`config.mk`:
```
export PLATFORM = sky130hd
export DESIGN_NAME = magnetometer_compass_heading
export DESIGN_NICKNAME = d
export VERILOG_FILES = /design/src/sv/mcomp_pkg.sv /design/src/sv/mcomp_cfg_regs.sv /design/src/sv/mcomp_ctrl.sv /design/src/sv/mcomp_datapath.sv /design/src/sv/magnetometer_compass_heading.sv
export SDC_FILE = /design/constraint.sdc
export NUM_CORES = 2
export LEC_CHECK = 0
export BUFFER_PORTS_ARGS = -buffer_cell sky130_fd_sc_hd__buf_4
export CORE_AREA = 2 2 469 471
export CTS_BUF_LIST = sky130_fd_sc_hd__clkbuf_4 sky130_fd_sc_hd__clkbuf_8 sky130_fd_sc_hd__clkbuf_16
export DETAILED_ROUTE_END_ITERATION = 6
export DIE_AREA = 0 0 471 473
export PLACE_DENSITY = 0.45
export SKIP_LAST_GASP = 1
export SYNTH_ARGS = -nofsm -noshare
export SYNTH_HDL_FRONTEND = slang
export SYNTH_SLANG_ARGS = --single-unit
```
`constraint.sdc`:
```
create_clock -name clk -period 8.65 [get_ports clk]
set_input_delay 0.4325 -clock clk [delete_from_list [all_inputs] [get_ports clk]]
set_output_delay 0.4325 -clock clk [all_outputs]
set_load 0.05 [all_outputs]
```
`src/sv/mcomp_pkg.sv`:
```
`timescale 1ns / 1ps
// ============================================================================
// mcomp_pkg
// Shared types, constants and the arctangent table of the compass heading block.
// ============================================================================
package mcomp_pkg;

    // Configuration port geometry and register indexes.
    localparam int ADDR_W = 5;
    localparam int IDX_W  = 3;
    localparam logic [IDX_W-1:0] REG_LSB_RES = 3'd0;
    localparam logic [IDX_W-1:0] REG_ASA_X   = 3'd1;
    localparam logic [IDX_W-1:0] REG_ASA_Y   = 3'd2;
    localparam logic [IDX_W-1:0] REG_BIAS_X  = 3'd3;
    localparam logic [IDX_W-1:0] REG_BIAS_Y  = 3'd4;

    localparam logic [15:0] RES_RESET = 16'd24576;
    localparam logic [7:0]  ASA_RESET = 8'd128;

    // Datapath widths.
    localparam int CNT_W    = 16;
    localparam int P1_W     = 33;   // count * lsb_res
    localparam int P2_W     = 43;   // times (asa + 128)
    localparam int SCALE_SH = 18;
    localparam int AX_W     = 26;   // scaled axis minus bias
    localparam int CW       = 36;   // CORDIC vector components
    localparam int ZW       = 24;   // CORDIC angle, 2^-14 degree units
    localparam int TW       = 25;   // angle before rounding to 1/64 degree
    localparam int HR_W     = 17;   // rounded heading before wrapping
    localparam int HEAD_W   = 15;

    // CORDIC iteration count, limited to the table length.
    localparam int CORDIC_STEPS = 16;
    localparam int TABLE_LEN    = 24;
    localparam int ITER_COUNT   = (CORDIC_STEPS < TABLE_LEN) ? CORDIC_STEPS : TABLE_LEN;
    localparam int STEP_W       = $clog2(TABLE_LEN);

    localparam logic signed [TW-1:0]   ANG_90    = 25'sd1474560;
    localparam logic signed [TW-1:0]   ANG_270   = 25'sd4423680;
    localparam logic signed [TW-1:0]   ROUND_HALF = 25'sd128;
    localparam logic signed [HR_W-1:0] FULL_CIRCLE = 17'sd23040;
    localparam logic signed [HR_W-1:0] HALF_CIRCLE = 17'sd11520;

    typedef struct packed {
        logic [15:0]        lsb_res;
        logic [7:0]         asa_x;
        logic [7:0]         asa_y;
        logic signed [15:0] bias_x;
        logic signed [15:0] bias_y;
    } cfg_t;

    // Commands from the controller to the datapath.
    typedef struct packed {
        logic              load;
        logic              mul1;
        logic              mul2;
        logic              scale;
        logic              setup;
        logic              iter;
        logic              round;
        logic              write;
        logic [STEP_W-1:0] step;
    } cmd_t;

    typedef struct packed {
        logic out_busy;
    } status_t;

    // atan(2^-i) in units of 2^-14 degree.
    function automatic logic signed [ZW-1:0] atan_angle(input logic [STEP_W-1:0] i);
        logic signed [ZW-1:0] r;
        begin
            case (i)
                5'd0:    r = 24'sd737280;
                5'd1:    r = 24'sd435242;
                5'd2:    r = 24'sd229970;
                5'd3:    r = 24'sd116736;
                5'd4:    r = 24'sd58595;
                5'd5:    r = 24'sd29326;
                5'd6:    r = 24'sd14667;
                5'd7:    r = 24'sd7334;
                5'd8:    r = 24'sd3667;
                5'd9:    r = 24'sd1833;
                5'd10:   r = 24'sd917;
                5'd11:   r = 24'sd458;
                5'd12:   r = 24'sd229;
                5'd13:   r = 24'sd115;
                5'd14:   r = 24'sd57;
                5'd15:   r = 24'sd29;
                5'd16:   r = 24'sd14;
                5'd17:   r = 24'sd7;
                5'd18:   r = 24'sd4;
                5'd19:   r = 24'sd2;
                5'd20:   r = 24'sd1;
                default: r = 24'sd0;
            endcase
            return r;
        end
    endfunction

endpackage

```
`src/sv/mcomp_cfg_regs.sv`:
```
`timescale 1ns / 1ps
// ============================================================================
// mcomp_cfg_regs
// Register bank behind the configuration port.
// ============================================================================
module mcomp_cfg_regs (
    input  logic                         clk,
    input  logic                         rst_n,
    input  logic                         psel,
    input  logic                         penable,
    input  logic                         pwrite,
    input  logic [mcomp_pkg::ADDR_W-1:0] paddr,
    input  logic [31:0]                  pwdata,
    output logic [31:0]                  prdata,
    output logic                         pready,
    output mcomp_pkg::cfg_t              cfg
);

    mcomp_pkg::cfg_t             cfg_reg;
    logic [mcomp_pkg::IDX_W-1:0] idx;
    logic                        wr_en;

    assign pready = 1'b1;
    assign idx    = paddr[mcomp_pkg::ADDR_W-1:2];
    assign wr_en  = psel & penable & pwrite;
    assign cfg    = cfg_reg;

    always_ff @(posedge clk or negedge rst_n)
    begin
        if (!rst_n)
        begin
            cfg_reg.lsb_res <= mcomp_pkg::RES_RESET;
            cfg_reg.asa_x   <= mcomp_pkg::ASA_RESET;
            cfg_reg.asa_y   <= mcomp_pkg::ASA_RESET;
            cfg_reg.bias_x  <= '0;
            cfg_reg.bias_y  <= '0;
        end
        else if (wr_en)
        begin
            case (idx)
                mcomp_pkg::REG_LSB_RES: cfg_reg.lsb_res <= pwdata[15:0];
                mcomp_pkg::REG_ASA_X:   cfg_reg.asa_x   <= pwdata[7:0];
                mcomp_pkg::REG_ASA_Y:   cfg_reg.asa_y   <= pwdata[7:0];
                mcomp_pkg::REG_BIAS_X:  cfg_reg.bias_x  <= $signed(pwdata[15:0]);
                mcomp_pkg::REG_BIAS_Y:  cfg_reg.bias_y  <= $signed(pwdata[15:0]);
                default:                ;
            endcase
        end
    end

    always_comb
    begin
        case (idx)
            mcomp_pkg::REG_LSB_RES: prdata = {16'd0, cfg_reg.lsb_res};
            mcomp_pkg::REG_ASA_X:   prdata = {24'd0, cfg_reg.asa_x};
            mcomp_pkg::REG_ASA_Y:   prdata = {24'd0, cfg_reg.asa_y};
            mcomp_pkg::REG_BIAS_X:  prdata = {16'd0, cfg_reg.bias_x};
            mcomp_pkg::REG_BIAS_Y:  prdata = {16'd0, cfg_reg.bias_y};
            default:                prdata = 32'd0;
        endcase
    end

endmodule

```
`src/sv/mcomp_ctrl.sv`:
```
`timescale 1ns / 1ps
// ============================================================================
// mcomp_ctrl
// Sequencer that steps one sample through scaling, CORDIC and rounding.
// ============================================================================
module mcomp_ctrl (
    input  logic               clk,
    input  logic               rst_n,
    input  logic               s_tvalid,
    output logic               s_tready,
    input  mcomp_pkg::status_t status,
    output mcomp_pkg::cmd_t    cmd
);

    typedef enum logic [2:0] {
        S_IDLE,
        S_MUL1,
        S_MUL2,
        S_SCALE,
        S_SETUP,
        S_ITER,
        S_ROUND,
        S_WRITE
    } state_t;

    state_t                       state_reg;
    logic [mcomp_pkg::STEP_W-1:0] step_reg;
    logic                         last_step;

    assign last_step = (step_reg == mcomp_pkg::STEP_W'(mcomp_pkg::ITER_COUNT - 1));
    assign s_tready  = (state_reg == S_IDLE);

    always_ff @(posedge clk or negedge rst_n)
    begin
        if (!rst_n)
        begin
            state_reg <= S_IDLE;
            step_reg  <= '0;
        end
        else
        begin
            case (state_reg)
                S_IDLE:
                begin
                    if (s_tvalid)
                    begin
                        state_reg <= S_MUL1;
                    end
                end
                S_MUL1:  state_reg <= S_MUL2;
                S_MUL2:  state_reg <= S_SCALE;
                S_SCALE: state_reg <= S_SETUP;
                S_SETUP:
                begin
                    step_reg  <= '0;
                    state_reg <= S_ITER;
                end
                S_ITER:
                begin
                    if (last_step)
                    begin
                        step_reg  <= '0;
                        state_reg <= S_ROUND;
                    end
                    else
                    begin
                        step_reg <= step_reg + 1'b1;
                    end
                end
                S_ROUND: state_reg <= S_WRITE;
                S_WRITE:
                begin
                    if (!status.out_busy)
                    begin
                        state_reg <= S_IDLE;
                    end
                end
                default: state_reg <= S_IDLE;
            endcase
        end
    end

    always_comb
    begin
        cmd       = '0;
        cmd.load  = (state_reg == S_IDLE) & s_tvalid;
        cmd.mul1  = (state_reg == S_MUL1);
        cmd.mul2  = (state_reg == S_MUL2);
        cmd.scale = (state_reg == S_SCALE);
        cmd.setup = (state_reg == S_SETUP);
        cmd.iter  = (state_reg == S_ITER);
        cmd.round = (state_reg == S_ROUND);
        cmd.write = (state_reg == S_WRITE) & ~status.out_busy;
        cmd.step  = step_reg;
    end

    a_step_only_in_iter: assert property (@(posedge clk) disable iff (!rst_n)
        (state_reg != S_ITER) |-> (step_reg == '0))
        else $error("iteration counter left nonzero outside the CORDIC loop");

    a_accept_starts: assert property (@(posedge clk) disable iff (!rst_n)
        (state_reg == S_IDLE && s_tvalid) |=> (state_reg == S_MUL1))
        else $error("accepted request did not start the multiply sequence");

    a_write_returns: assert property (@(posedge clk) disable iff (!rst_n)
        cmd.write |=> (state_reg == S_IDLE))
        else $error("sequencer did not return to idle after writing a result");

endmodule

```
`src/sv/mcomp_datapath.sv`:
```
`timescale 1ns / 1ps
// ============================================================================
// mcomp_datapath
// Axis scaling multipliers, shift-add CORDIC, rounding and output register.
// ============================================================================
module mcomp_datapath (
    input  logic                clk,
    input  logic                rst_n,
    input  mcomp_pkg::cfg_t     cfg,
    input  mcomp_pkg::cmd_t     cmd,
    output mcomp_pkg::status_t  status,
    input  logic [31:0]         s_tdata,
    input  logic                s_tuser,
    output logic                m_tvalid,
    input  logic                m_tready,
    output logic [15:0]         m_tdata,
    output logic                m_tuser
);

    logic signed [mcomp_pkg::CNT_W-1:0]  kept_x_reg, kept_y_reg;
    logic                                stale_reg;
    logic signed [mcomp_pkg::P1_W-1:0]   p1x_reg, p1y_reg;
    logic signed [mcomp_pkg::P2_W-1:0]   p2x_reg, p2y_reg;
    logic signed [mcomp_pkg::AX_W-1:0]   ax_reg, ay_reg;
    logic signed [mcomp_pkg::CW-1:0]     a_reg, b_reg, a_next, b_next;
    logic signed [mcomp_pkg::ZW-1:0]     z_reg, z_next;
    logic                                yzero_reg, xneg_reg, ypos_reg;
    logic signed [mcomp_pkg::HR_W-1:0]   hr_reg;
    logic                                out_valid_reg;
    logic [mcomp_pkg::HEAD_W-1:0]        heading_reg, heading_next;
    logic                                stale_out_reg;

    logic [8:0]                          gain_x, gain_y;
    logic signed [mcomp_pkg::AX_W-1:0]   x_next, y_next;
    logic signed [mcomp_pkg::CW-1:0]     ya_ext, xb_ext, da, db;
    logic signed [mcomp_pkg::ZW-1:0]     dz;
    logic signed [mcomp_pkg::TW-1:0]     base, t_sum;
    logic signed [mcomp_pkg::HR_W-1:0]   hr_next;

    assign gain_x = {1'b0, cfg.asa_x} + 9'd128;
    assign gain_y = {1'b0, cfg.asa_y} + 9'd128;

    // Floor shift by 18, then subtract the hard-iron bias.
    assign x_next = mcomp_pkg::AX_W'($signed(p2x_reg[mcomp_pkg::P2_W-1:mcomp_pkg::SCALE_SH]))
                  - mcomp_pkg::AX_W'(cfg.bias_x);
    assign y_next = mcomp_pkg::AX_W'($signed(p2y_reg[mcomp_pkg::P2_W-1:mcomp_pkg::SCALE_SH]))
                  - mcomp_pkg::AX_W'(cfg.bias_y);

    // Fold the vector into the right half plane and scale by 256.
    always_comb
    begin
        if (!ay_reg[mcomp_pkg::AX_W-1])
        begin
            ya_ext = mcomp_pkg::CW'(ay_reg) <<< 8;
            xb_ext = mcomp_pkg::CW'(ax_reg) <<< 8;
        end
        else
        begin
            ya_ext = (-mcomp_pkg::CW'(ay_reg)) <<< 8;
            xb_ext = (-mcomp_pkg::CW'(ax_reg)) <<< 8;
        end
    end

    // One vectoring micro-rotation.
    assign da = b_reg >>> cmd.step;
    assign db = a_reg >>> cmd.step;
    assign dz = mcomp_pkg::atan_angle(cmd.step);

    always_comb
    begin
        if (b_reg > 0)
        begin
            a_next = a_reg + da;
            b_next = b_reg - db;
            z_next = z_reg + dz;
        end
        else
        begin
            a_next = a_reg - da;
            b_next = b_reg + db;
            z_next = z_reg - dz;
        end
    end

    assign base  = ypos_reg ? mcomp_pkg::ANG_90 : mcomp_pkg::ANG_270;
    assign t_sum = base - mcomp_pkg::TW'(z_reg) + mcomp_pkg::ROUND_HALF;

    always_comb
    begin
        if (yzero_reg)
        begin
            hr_next = xneg_reg ? mcomp_pkg::HALF_CIRCLE : '0;
        end
        else
        begin
            hr_next = t_sum[mcomp_pkg::TW-1:8];
        end
    end

    always_comb
    begin
        if (hr_reg < 0)
        begin
            heading_next = mcomp_pkg::HEAD_W'(hr_reg + mcomp_pkg::FULL_CIRCLE);
        end
        else if (hr_reg >= mcomp_pkg::FULL_CIRCLE)
        begin
            heading_next = mcomp_pkg::HEAD_W'(hr_reg - mcomp_pkg::FULL_CIRCLE);
        end
        else
        begin
            heading_next = mcomp_pkg::HEAD_W'(hr_reg);
        end
    end

    // Stored counts and output handshake state.
    always_ff @(posedge clk or negedge rst_n)
    begin
        if (!rst_n)
        begin
            kept_x_reg    <= '0;
            kept_y_reg    <= '0;
            out_valid_reg <= 1'b0;
        end
        else
        begin
            if (cmd.load && !s_tuser)
            begin
                kept_x_reg <= $signed(s_tdata[15:0]);
                kept_y_reg <= $signed(s_tdata[31:16]);
            end
            if (cmd.write)
            begin
                out_valid_reg <= 1'b1;
            end
            else if (m_tready)
            begin
                out_valid_reg <= 1'b0;
            end
        end
    end

    // Payload registers.
    always_ff @(posedge clk)
    begin
        if (cmd.load)
        begin
            stale_reg <= s_tuser;
        end
        if (cmd.mul1)
        begin
            p1x_reg <= kept_x_reg * $signed({1'b0, cfg.lsb_res});
            p1y_reg <= kept_y_reg * $signed({1'b0, cfg.lsb_res});
        end
        if (cmd.mul2)
        begin
            p2x_reg <= p1x_reg * $signed({1'b0, gain_x});
            p2y_reg <= p1y_reg * $signed({1'b0, gain_y});
        end
        if (cmd.scale)
        begin
            ax_reg <= x_next;
            ay_reg <= y_next;
        end
        if (cmd.setup)
        begin
            a_reg     <= ya_ext;
            b_reg     <= xb_ext;
            z_reg     <= '0;
            yzero_reg <= (ay_reg == '0);
            xneg_reg  <= ax_reg[mcomp_pkg::AX_W-1];
            ypos_reg  <= ~ay_reg[mcomp_pkg::AX_W-1];
        end
        if (cmd.iter)
        begin
            a_reg <= a_next;
            b_reg <= b_next;
            z_reg <= z_next;
        end
        if (cmd.round)
        begin
            hr_reg <= hr_next;
        end
        if (cmd.write)
        begin
            heading_reg   <= heading_next;
            stale_out_reg <= stale_reg;
        end
    end

    assign status.out_busy = out_valid_reg & ~m_tready;
    assign m_tvalid        = out_valid_reg;
    assign m_tdata         = {1'b0, heading_reg};
    assign m_tuser         = stale_out_reg;

    a_heading_range: assert property (@(posedge clk) disable iff (!rst_n)
        out_valid_reg |-> (heading_reg < 15'd23040))
        else $error("heading outside one full turn");

endmodule

```
`src/sv/magnetometer_compass_heading.sv`:
```
`timescale 1ns / 1ps
// A result becomes valid after its request passes the multiply, scaling, setup, CORDIC,
// rounding and write states. Only one request is in flight at a time, set by the single
//   iterative CORDIC unit that performs one micro-rotation per cycle.
// A finished result waits in the output register; a new request is accepted meanwhile.
// Reset (rst_n, asynchronous, active low) restores default registers and zero stored counts.
// ============================================================================
// magnetometer_compass_heading
// Scales raw X/Y magnetometer counts to milligauss and returns a compass heading.
// ============================================================================
module magnetometer_compass_heading (
    input  logic                         clk,
    input  logic                         rst_n,
    // Sample stream.
    input  logic                         s_tvalid,
    output logic                         s_tready,
    input  logic [31:0]                  s_tdata,   // [15:0] count_x, [31:16] count_y
    input  logic                         s_tuser,   // [0] overflow
    // Heading stream.
    output logic                         m_tvalid,
    input  logic                         m_tready,
    output logic [15:0]                  m_tdata,   // [14:0] heading, [15] zero
    output logic                         m_tuser,   // [0] stale
    // Configuration port.
    input  logic                         psel,
    input  logic                         penable,
    input  logic                         pwrite,
    input  logic [mcomp_pkg::ADDR_W-1:0] paddr,
    input  logic [31:0]                  pwdata,
    output logic [31:0]                  prdata,
    output logic                         pready
);

    // The register bank feeds the scaling multipliers directly, with no shadow copy. Writes
    // must be made only while the block is idle; the block itself does not enforce this.
    mcomp_pkg::cfg_t    cfg;
    mcomp_pkg::cmd_t    cmd;
    mcomp_pkg::status_t status;

    mcomp_cfg_regs u_cfg (
        .clk     (clk),
        .rst_n   (rst_n),
        .psel    (psel),
        .penable (penable),
        .pwrite  (pwrite),
        .paddr   (paddr),
        .pwdata  (pwdata),
        .prdata  (prdata),
        .pready  (pready),
        .cfg     (cfg)
    );

    // The controller walks each request through load, the MUL1 and MUL2 multiply
    // states, bias subtraction, CORDIC setup, the micro-rotations, rounding and
    // the output write. The write waits only while the previous result is unclaimed.
    mcomp_ctrl u_ctrl (
        .clk      (clk),
        .rst_n    (rst_n),
        .s_tvalid (s_tvalid),
        .s_tready (s_tready),
        .status   (status),
        .cmd      (cmd)
    );

    // The datapath keeps the last good counts. When a request flags overflow the
    // counts it carries are dropped and the kept ones are used, and the result is
    // marked stale. A zero Y axis bypasses the CORDIC angle and gives north or
    // south from the sign of X.
    mcomp_datapath u_dp (
        .clk      (clk),
        .rst_n    (rst_n),
        .cfg      (cfg),
        .cmd      (cmd),
        .status   (status),
        .s_tdata  (s_tdata),
        .s_tuser  (s_tuser),
        .m_tvalid (m_tvalid),
        .m_tready (m_tready),
        .m_tdata  (m_tdata),
        .m_tuser  (m_tuser)
    );

endmodule

```
==> metrics list <==
* Run status: finished clean
- At the end of routability-driven placement, the weighted congestion stood at roughly 0.90.
* Area growth from synthesis to layout: 9.28%
- At the worst endpoint, the required time is 9050 ps.
- Floorplan core area: 218,000 um2
- Placement Setup Slack: 949 ps
* Max-slew headroom: 21.3%
- Critical path origin: u_dp.kept_y_reg[2]
- I/O pin count: between 100 and 150
* Number of rows in the core area: ~170
- Die area: ~220,000 um2
- The via count of the first global-routing pass came to 50,526.
- The final number of hold-violating endpoints came to 0.
- Total placed instance area: 68,700 um2
* DP HPWL: 153,000 um
* Part of the Yosys area used for sequential elements: between 10% and 20%
* Flip-flop count of the largest register, all copies and words added: between 60 and 70
- Num CTS Buffers: 56
- Count of hold-fix buffers inserted at cts: 39
- Worst min path class: in -> reg
* Vias per std cell: 4.93
* Drt pass-1 iters: 5
- The first global-routing pass estimated 302,000 um of wire.
- In this run the horizontal extent of the chip is 471 um.
* Routed length per placed instance: slightly below 20 um
- The count of nets left with antenna violations once routing finished came out at 0.
* CTS H-tree depth: 2
- The worst hold path begins at pwdata[15].
- Worst skew pair latency: 730 ps
- Clock tree from TritonCTS: built
- Summing all non-filler instances in the final layout gives an area of between 70,000 and 80,000 um2.
* Post-synthesis cell count: between 6,000 and 7,000
* Unrepaired setup endpoints after global routing: false
- For this run, the number of Yosys warnings is 0.
* Data arrival time of the worst path: 8150 ps
- After synthesis, the share of flip-flops with an asynchronous set or reset is 25.9%.
* Setup Crit Path Kind: reg -> reg
* Dominant synthesized flop cell: edfxtp_1
* Fraction of layout instances using a drive strength above 1: 8.91%
- The synthesized design contains just over 400 register bits.
- Number of cells upsized or downsized after cts: 0
* R2R Setup Slk: ~900 ps
- Total wire length after detailed routing: 192,000 um
- Number of clock sinks: 406
- Startpoint class of the critical path: flip-flop
- Share of the core filled with cells in the final layout: between 30% and 40%
* Final critical-path required period: 7750 ps
* Layout filler cell count: 22,708
- Worst-case clock buffer depth: 3
- Initial antenna violation count: 12
- STA classifies the critical path endpoint as a flip-flop.
* Maximum number of pins on one net before global-route repair: 65
- For the final database, setup skew stands at 70.6 ps.
- Fin worst setup slack: roughly 900 ps
- Root buffer cell: clkbuf_16
* DRC violation count after routing: 0
- Slew at the pin closest to its max-slew limit: about 1200 ps
* Post-layout net count: 8,413
- Final number of max-transition violations: 0
- Based on the critical path, the design can be clocked at up to ~130 MHz.
- CTS clock-pin slew for the worst setup and hold paths: ~60 ps
* Total vias in the final route: slightly below 50,000
- Library cells used by synthesis: 97
- Global routing used between 10% and 20% of the available tracks across all layers.
- Overflow left after global routing: 0
- The floorplan step set the die height to approximately 470 um.
- Adding up every negative setup slack in the final design gives 0 ps.
- Cell Area, Synth: 65,100 um2
* Worst r2r src: u_dp.kept_y_reg[2]
* Biggest fanout along the worst timing path: 17
- After synthesis, the mean cell area works out to 9.30 um2.
* Max-cap violations: 0
* Post CTS Setup Buffer Count: 0
- DRT iter0 DRCs: 2,945
- Period Utilization, post-route: 89.6%
- Counting flops with a built-in enable in the synthesized netlist gives 301.
- For this configuration, the core starts out at a cell density of 29.8%.
- Port buffering added 92 buffers.
- Final setup viols: 0
-- layout by cell type (no fill, tap or decap), types with 184 or more instances in the layout --
cell type  synthesis  layout
buf_4             22     186
a21oi_1          246     246
o21ai_0          248     248
edfxtp_1         301     301
mux2_2           184     184
nor2_1           328     325
and2_1           453     452
nand2_1          807     806
fa_1             811     811
ha_1             583     583
inv_1           1094    1091
xnor2_1          253     253
-- cells in the mapped netlist (all sizes together) (7+ instances only) --
cell     instances  area share (%)
edfxtp         301              14
o41ai           14            0.19
a211oi          34            0.40
mux2           184             3.2
dfrtp          101             3.9
nor4            27            0.29
o21a            44            0.51
clkbuf         280             1.6
or4             11            0.13
a211o            7           0.094
nand3           70            0.54
nor3b           17            0.20
o31ai           33            0.39
o211ai          27            0.31
a22oi           21            0.24
fa             811              25
buf             80            0.70
o22ai           31            0.30
nor3            76            0.59
or2             17            0.16
nand2b          64            0.64
nand4           22            0.22
a221oi          21            0.28
a21o            98             1.1
mux4            91             3.1
inv           1095             6.3
a31oi           49            0.48
nand2          807             4.7
a21boi          12            0.14
ha             583              11
nor2           328             1.9
and4             9            0.12
and2           453             4.4
mux2i           82             1.3
a21oi          246             1.9
xor2           101             1.4
xnor2          253             3.4
or3             25            0.24
o21ai          254             2.0
o221ai           9            0.12
and3            40            0.38
o21bai          28            0.32
o2111ai          8            0.11
nor2b           50            0.48
-- final timing paths --
kind | end | cells after the start
min in group asynchronous | u_dp.m_tvalid | 2
hold / removal | u_cfg.cfg[31] | 3
hold reg to reg | u_dp.heading_reg[6] | 0
max in group asynchronous | u_dp.kept_y_reg[1] | 3
setup reg to reg | u_dp.p1y_reg[32] | 22
setup / recovery | u_dp.p1y_reg[32] | 22
-- cells by family (layout without fill, tap and decap cells) --
family,count (synthesis),in the layout,share of synthesized area [%]
and+or+nand+nor,2032,2032,15.1
AOI/OAI and AO/OA,997,997,9.74
muxes,357,357,7.61
xor gates and xnor gates,354,354,4.76
other,2,21,0.0115
adders and majority gates,1394,1394,36.2
DFF,406,406,17.9
buffers and inverters,1457,1430,8.64
-- cell type report --
type	count	area [um2]	share of cell area [%]
Antenna cell	1	2.50	0.00352
Clock buffer	64	1500	2.11
Clock inverter	42	510	0.718
Inverter	1097	4120	5.79
Multi-Input combinational cell	5154	47900	67.3
Sequential cell	406	11700	16.4
Tap cell	2871	3590	5.05
Timing Repair Buffer	227	1820	2.56
-- through the flow --
stage | std cells | hold WS [ps]
global route | 9861 | 48.1
CTS | 9861 | 14.2
finish | 9862 | 51.9
detailed placement | 9716 | 387
floorplan | 7017 | 137
global placement | 9716 | 389
-- worst max-delay path: stages (launching register included) --
cell	delay (ps)
dfrtp_1	780
nand2_1	170
fa_1	520
fa_1	580
fa_1	440
fa_1	550
inv_1	50
fa_1	470
inv_1	50
fa_1	470
inv_1	40
ha_1	330
a21o_1	200
a21oi_1	130
o21ai_0	270
o21a_1	260
a211oi_1	580
a31oi_1	280
a31o_2	320
o221ai_1	260
o21ai_0	200
o41ai_1	380
xnor2_1	130
-- routing by layer --
metal	part of all wire [%]	wire, um	vias to the layer above	GRT usage, %
met3	3.9	7530	199	1.61
met5	0	0	-	0
li1	-	-	22843	-
met4	2.6	4920	0	4.14
met1	45	87000	24545	23.2
met2	48	92600	984	29.6
Power is not shown: default switching activity piles up to over one toggle a cycle in this logic, so the estimate is an artifact.
